$ cat config.mk
export PLATFORM = sky130hd
export DESIGN_NAME = fbc_matrix
export DESIGN_NICKNAME = d
export VERILOG_FILES = /design/src/design/fbc_pkg.sv /design/src/design/fbc_matrix.sv
export SDC_FILE = /design/constraint.sdc
export NUM_CORES = 2
export LEC_CHECK = 0
export BUFFER_PORTS_ARGS = -buffer_cell sky130_fd_sc_hd__buf_2
export CORE_ASPECT_RATIO = 1.4
export CORE_MARGIN = 2
export CORE_UTILIZATION = 35
export CTS_CLUSTER_SIZE = 25
export DETAILED_ROUTE_END_ITERATION = 12
export PLACE_DENSITY = 0.54
export SYNTH_ARGS = -nofsm -noshare
export SYNTH_HDL_FRONTEND = slang
export SYNTH_SLANG_ARGS = --single-unit
$ cat constraint.sdc
create_clock -name clk -period 7.4 [get_ports clk]
set_clock_uncertainty 0.05 [all_clocks]
set_input_delay 1.48 -clock clk [delete_from_list [all_inputs] [get_ports clk]]
set_output_delay 1.48 -clock clk [all_outputs]
set_load 0.01 [all_outputs]
$ cat src/design/fbc_pkg.sv
// Shared types and constants for the frustum box cull core.
package fbc_pkg;

    // Matrix and box geometry
    localparam int MAT_ELEMS = 16;
    localparam int MAT_DIM   = 4;
    localparam int PLANES    = 6;
    localparam int AXES      = 3;

    // Field widths
    localparam int ELEM_W  = 24;             // Q8.16 matrix element
    localparam int COEF_W  = ELEM_W + 1;     // sum or difference of two elements
    localparam int COORD_W = 16;             // Q12.4 box coordinate
    localparam int IDX_W   = 4;
    localparam int PROD_W  = COEF_W + COORD_W;
    localparam int SUM_W   = PROD_W + 2;     // three products plus the scaled offset
    localparam int OFS_SH  = 4;              // lines the Q.16 offset up with Q.20 products

    // Stream packing
    localparam int IN_DATA_W  = 128;
    localparam int OUT_DATA_W = 8;

    typedef logic signed [ELEM_W-1:0]  elem_t;
    typedef logic signed [COEF_W-1:0]  coef_t;
    typedef logic signed [COORD_W-1:0] coord_t;
    typedef logic signed [PROD_W-1:0]  prod_t;
    typedef logic signed [SUM_W-1:0]   sum_t;
    typedef logic [IDX_W-1:0]          idx_t;

    // Plane components 0..2 are the normal, 3 the offset
    typedef coef_t [MAT_DIM-1:0] plane_t;
    typedef plane_t [PLANES-1:0] plane_set_t;
    typedef coord_t [AXES-1:0]   vec3_t;

    typedef enum logic
    {
        CMD_LOAD = 1'b0,
        CMD_TEST = 1'b1
    } cmd_t;

    // Stage load strobes handed to the plane evaluators
    typedef struct packed
    {
        logic load_a;    // capture plane and positive vertex
        logic load_b;    // capture the three products
    } stage_en_t;

endpackage

$ cat src/design/fbc_matrix.sv
// View-projection matrix storage and clip plane derivation.
module fbc_matrix
(
    input  logic                 clk,
    input  logic                 rst_n,
    input  logic                 load_en,
    input  fbc_pkg::idx_t        load_index,
    input  fbc_pkg::elem_t       load_value,
    output fbc_pkg::plane_set_t  planes
);

    fbc_pkg::elem_t mat_reg [fbc_pkg::MAT_ELEMS];

    // Element write, one per load transaction
    always_ff @(posedge clk or negedge rst_n)
    begin
        if (!rst_n)
        begin
            for (int i = 0; i < fbc_pkg::MAT_ELEMS; i++)
            begin
                mat_reg[i] <= '0;
            end
        end
        else if (load_en)
        begin
            mat_reg[load_index] <= load_value;
        end
    end

    // Plane p: row p/2, even p adds, odd p subtracts; component k from column k
    for (genvar p = 0; p < fbc_pkg::PLANES; p++)
    begin : g_plane
        for (genvar k = 0; k < fbc_pkg::MAT_DIM; k++)
        begin : g_comp
            localparam int ROW   = p / 2;
            localparam int W_IDX = k * fbc_pkg::MAT_DIM + fbc_pkg::MAT_DIM - 1;
            localparam int E_IDX = k * fbc_pkg::MAT_DIM + ROW;

            fbc_pkg::coef_t w_ext;
            fbc_pkg::coef_t e_ext;

            assign w_ext = fbc_pkg::coef_t'(mat_reg[W_IDX]);
            assign e_ext = fbc_pkg::coef_t'(mat_reg[E_IDX]);

            if (p % 2 == 0)
            begin : g_add
                assign planes[p][k] = w_ext + e_ext;
            end
            else
            begin : g_sub
                assign planes[p][k] = w_ext - e_ext;
            end
        end
    end

endmodule

-- Yosys cells after proc, flatten, opt, wreduce, memory -nomap -nowiden
Cells that the tools add are included.
- word-level logic and storage cells: 47
- register bits: 384
- input bits: 31
- output and inout bits: 600
- multiplexer cells: 3
- $lt $le $gt $ge: 2
- add/sub/neg operators: 24
- bitwise logic cells: 1
- reduce and logical (&&, ||, !) cells: 1
- operator list (cell ; number):
    384-bit bitwise mux ; 1
    24-bit by 24-bit adder with 25-bit output ; 12
    24-bit by 24-bit subtractor with 25-bit output ; 12
    24-bit demux with 4-bit select ; 1
    24-bit two-way mux ; 1
    5-bit greater-or-equal comparator, second input constant ; 1
    5-bit by 1-bit < comparator with 1-bit output, second input constant ; 1
    4-bit inverter with 5-bit output ; 1
    1-bit logical AND ; 1

-- Longest topological paths before layout
- depth in word-level cells: 6
- mapped depth: 12
- depth with buffers taken out: 12

-- Worst setup path after synthesis
No wires, ideal clock.
- path kind: register to output
- start point: register mat_reg, in the netlist g_plane[0].g_comp[2].w_ext[1]
- end point: output port planes[174] in the netlist's numbering
- slack: 2.886 ns
- arrival time: 2.984 ns
- path buffers: 0
- data required time: 5.870 ns
- cell stages (with the launch flop): 12
- cells stage by stage: dfrtp_1 -> inv_1 -> fa_1 -> and2b_1 -> o21ai_1 -> a21oi_1 -> o21ai_1 -> a2111oi_2 -> o21ai_2 -> o31ai_1 -> a2111oi_0 -> a21o_1
- RTL lines (item ; line ; source):
    start, declared ; fbc_matrix.sv:12 ; fbc_pkg::elem_t mat_reg [fbc_pkg::MAT_ELEMS];
    start signal, assigned by index ; fbc_matrix.sv:26 ; mat_reg[load_index] <= load_value;
    end, declared ; fbc_matrix.sv:9 ; output fbc_pkg::plane_set_t planes

==> out/results.md <==
| Step | Metric | This run |
|---|---|---|
| floorplan | Ports | 631 |
| final layout | Layout overhead on the synthesized area | 14.1% |
| logic synthesis | Basic-gate share of the synthesized area counting and, or, nand and nor cells | 13.2% |
| floorplan | Total number of placement rows | 151 |
| clock network | H-tree levels | 2 |
| global routing | GR Layer Usage met1 | 31.3% |
| floorplan | Placeable Area | 121000 um^2 |
| clock network | TritonCTS clock tree | yes |
| floorplan | Die Width | 299 um |
| logic synthesis | Number of distinct library cells after synthesis | 98 |
| timing | Worst hold-check slack | 484 ps |
| logic synthesis | Synth Area in Compound Gates | 22.2% |
| final layout | Reg area | 9610 um^2 |
| logic synthesis | Xor and xnor area share after synthesis | 9.84% |
| final layout | Share of layout cells above drive strength 1 | 18.0% |
| timing | Max Fclk | 168 MHz |
| place | Detailed placer's ending HPWL | 129000 um |
| logic synthesis | Share of the yosys chip area belonging to registers | 22.6% |
| logic synthesis | Syn_area_per_cell | 8.03 um^2 |
| logic synthesis | Main synth FF type | sky130_fd_sc_hd__dfrtp_1 |
| floorplan | Area of the die | 124000 um^2 |
| global routing | GR met3 Demand/Resource | 3.29% |
| clock network | # hold bufs at CTS | 0 |
| global routing | Global-route wire length before repair | 240000 um |
| worst setup path | Worst Path Arrival | 4420 ps |
| logic synthesis | Number of nets produced by synthesis | 5931 |
| timing | Share of the clock period used by the worst path | 80.4% |
| timing | Setup tns final | 0 ps |
| clock network | Clk Tree Root Cell | sky130_fd_sc_hd__clkbuf_16 |
| final layout | Area of the multi-input gates | 29700 um^2 |
| place | Dpl cells | 7296 |
| worst setup path | Maximum fanout along the worst path | 10 |
| route | Routed wire length | 163000 um |
| worst setup path | Worst EP required | 5870 ps |
| global routing | Initial antenna violation count | 17 |
| logic synthesis | FFs w/ async S/R, synth | 100% |
| timing | Post-layout minimum cycle time | 5950 ps |
| timing | Transition time of the tightest slew-check pin | 1130 ps |
| global routing | Met2 Usage GRT | 43.9% |
| worst setup path | Reg-to-reg slack, setup | 6130 ps |
| pwr | Pwr dens | 470 nW/um^2 |
| global routing | GR peak layer | met2 |
| final layout | FILL cells | 12600 |
| route | Drt first pass iters | 6 |
| logic synthesis | Number of flops mapped to enable cells by yosys | 0 |
| route | Routed wirelength normalized by instance count | 22.1 um |
| timing | Hold violation count in the final report | 0 |
| clock network | Clock insertion delay at the later pin of the skew report | 620 ps |
| final layout | Final instance count without filler cells | 7387 |
| final layout | Commonest non-fill, non-tap cells in the layout | sky130_fd_sc_hd__buf_2 (629), sky130_fd_sc_hd__ha_1 (576), sky130_fd_sc_hd__inv_1 (567) |
| logic synthesis | Multiplexer fraction of the synthesized cell area | 6.42% |
| global routing | Global routing usage summed across all routing layers | 25.1% |
| timing | Final worst slack | 1450 ps |
| worst setup path | Type of origin of the critical path | register |
| logic synthesis | Dominant combinational cell family by area after synthesis | compound AO/OA/AOI/OAI gates |
| place | Port Buffers | 630 |
| logic synthesis | Netlist area before placement | 42600 um^2 |
| timing | Final-report setup violation count | 0 |
| timing | Unrepaired setup endpoints after global routing | no |
| global routing | Vias in the first global route | 38300 |
| floorplan | Initial Utilization | 35.2% |
| logic synthesis | Synth Area in Adders | 18.1% |
| flow run | Number of max-capacitance violations reported | 0 |
| route | Iteration-0 DRC Markers | 2406 |
| pwr | Peak VDD IR | 0.260 mV |
| clock network | CTS sink count | 384 |
| place | Routability cong. | 0.947 |
| global routing | Largest net degree at the start of global routing | 132 |
| final layout | Most common library cell in the layout ignoring fill and taps | sky130_fd_sc_hd__buf_2 |
| floorplan | Die extent in y | 417 um |
| route | Via count | 39600 |
| clock network | Setup Buffers After CTS | 0 |
| final layout | Finished Core Util | 40.1% |
| route | Post-route DRC violation count | 0 |
| route | Average vias per placed instance | 5.36 |
| timing | Count of final max-slew check failures | 0 |
| pwr | Static leakage power | 22.8 nW |
| logic synthesis | Count of mapped cells out of synthesis | 5300 |
| route | Antenna Violating Nets Remaining | 0 |
| clock network | Buffer depth of the longest clock path | 3 |
| clock network | Post_cts resized | 0 |
| min path | Tightest Hold Check Type | register to register |
| run status | Run status | complete, no violations |
| worst setup path | Crit path capture type | primary output |
| worst setup path | Category of the critical setup timing path | register to primary output |
| logic synthesis | Yosys warning count | 0 |
| timing | Headroom to the max-slew limit | 24.4% |
| final layout | Nets@finish | 6370 |
| logic synthesis | Post-synthesis register bit count | 384 |
| global routing | GRT overflow | 0 |
| clock network | CTS buffer count | 47 |
| place | Place WS | 1990 ps |
| clock network | Clk slew on worst S/H paths | 60 ps |
[worst paths after layout]
kind	to	from	cells past startpoint
setup / recovery	planes[174]	g_plane[0].g_comp[2].w_ext[1]$_DFFE_PN0P_	12
hold / removal	g_plane[2].g_comp[0].e_ext[5]$_DFFE_PN0P_	g_plane[2].g_comp[0].e_ext[5]$_DFFE_PN0P_	1
setup reg to reg	g_plane[0].g_comp[1].w_ext[1]$_DFFE_PN0P_	g_plane[0].g_comp[1].w_ext[1]$_DFFE_PN0P_	2
hold reg to reg	g_plane[2].g_comp[0].e_ext[5]$_DFFE_PN0P_	g_plane[2].g_comp[0].e_ext[5]$_DFFE_PN0P_	1
max in group asynchronous	g_plane[4].g_comp[1].e_ext[20]$_DFFE_PN0P_	rst_n	2
min in group asynchronous	g_plane[2].g_comp[0].e_ext[23]$_DFFE_PN0P_	rst_n	1
[cells in the mapped netlist (all sizes together), types with 19 or more instances]
cell type / instances / area share [%]
a21oi: 516 / 6.1
nor2b: 50 / 0.73
o21a: 45 / 0.79
o31ai: 31 / 0.56
o21ai: 383 / 4.5
inv: 592 / 5.2
ha: 576 / 17
xor2: 78 / 1.6
a211oi: 33 / 0.61
nand4: 24 / 0.35
a21o: 80 / 1.4
nand2: 334 / 2.9
o21bai: 135 / 2.4
buf: 51 / 0.64
nor3: 100 / 1.2
clkbuf: 205 / 1.8
xnor2: 400 / 8.2
o211ai: 19 / 0.34
nand3: 56 / 0.66
nor2: 450 / 4.0
a311oi: 20 / 0.44
mux2: 239 / 6.3
dfrtp: 384 / 23
a31oi: 63 / 0.96
nor4: 30 / 0.46
nand2b: 85 / 1.2
fa: 24 / 1.1
a21boi: 21 / 0.38
[report_power, final]
group	switching (W)	internal [W]	total (W)
Sequential	0.000680	0.00259	0.00327
Clock	0.00102	0.00150	0.00253
Combinational	0.0106	0.00647	0.0170
[cells by family (layout without fill, tap and decap cells)]
logic type / after synthesis / in the layout
DFF: 384 / 384
other: 0 / 7
and+or+nand+nor: 1231 / 1231
AOI/OAI and AO/OA: 1513 / 1513
xor gates and xnor gates: 478 / 478
muxes: 243 / 243
adders and majority gates: 600 / 600
buffers and inverters: 851 / 1325
[registers in the layout (all words and copies together), names as in the netlist]
name / count
g_plane.g_comp.w_ext: 96
g_plane.g_comp.e_ext: 288
[metal layers]
metal / vias up / routed length [um]
li1: 19100 / -
met1: 19100 / 68500
met2: 1152 / 79200
met3: 223 / 8680
met4: 2 / 6690
met5: - / 12
[critical path: stages (launching register included)]
cell and delay, ps:
sky130_fd_sc_hd__dfrtp_1 630, sky130_fd_sc_hd__inv_1 250, sky130_fd_sc_hd__fa_1 500, sky130_fd_sc_hd__and2b_1 220
sky130_fd_sc_hd__o21ai_1 70, sky130_fd_sc_hd__a21oi_1 200, sky130_fd_sc_hd__o21ai_1 140, sky130_fd_sc_hd__a2111oi_2 660
sky130_fd_sc_hd__o21ai_2 240, sky130_fd_sc_hd__o31ai_1 420, sky130_fd_sc_hd__a2111oi_0 170, sky130_fd_sc_hd__a21o_1 180
sky130_fd_sc_hd__buf_2 130
[metrics by stage]
step	cell area [um^2]	power (W)
2_1_floorplan	42600	0.0137
3_3_place_gp	46900	0.0203
3_5_place_dp	46900	0.0203
4_1_cts	48500	0.0229
5_1_grt	48500	0.0244
6_report	48500	0.0228
[area by class of cell]
class	count	share of cell area (%)
antenna	7	0.0361
multi-input combinational	4065	61.2
tap	1606	4.14
inverter	595	4.60
sequential	384	19.8
clock buffer	61	2.72
clock inverter	23	0.678
timing repair buffer	646	6.81
Power figures use the tool's default switching activity.
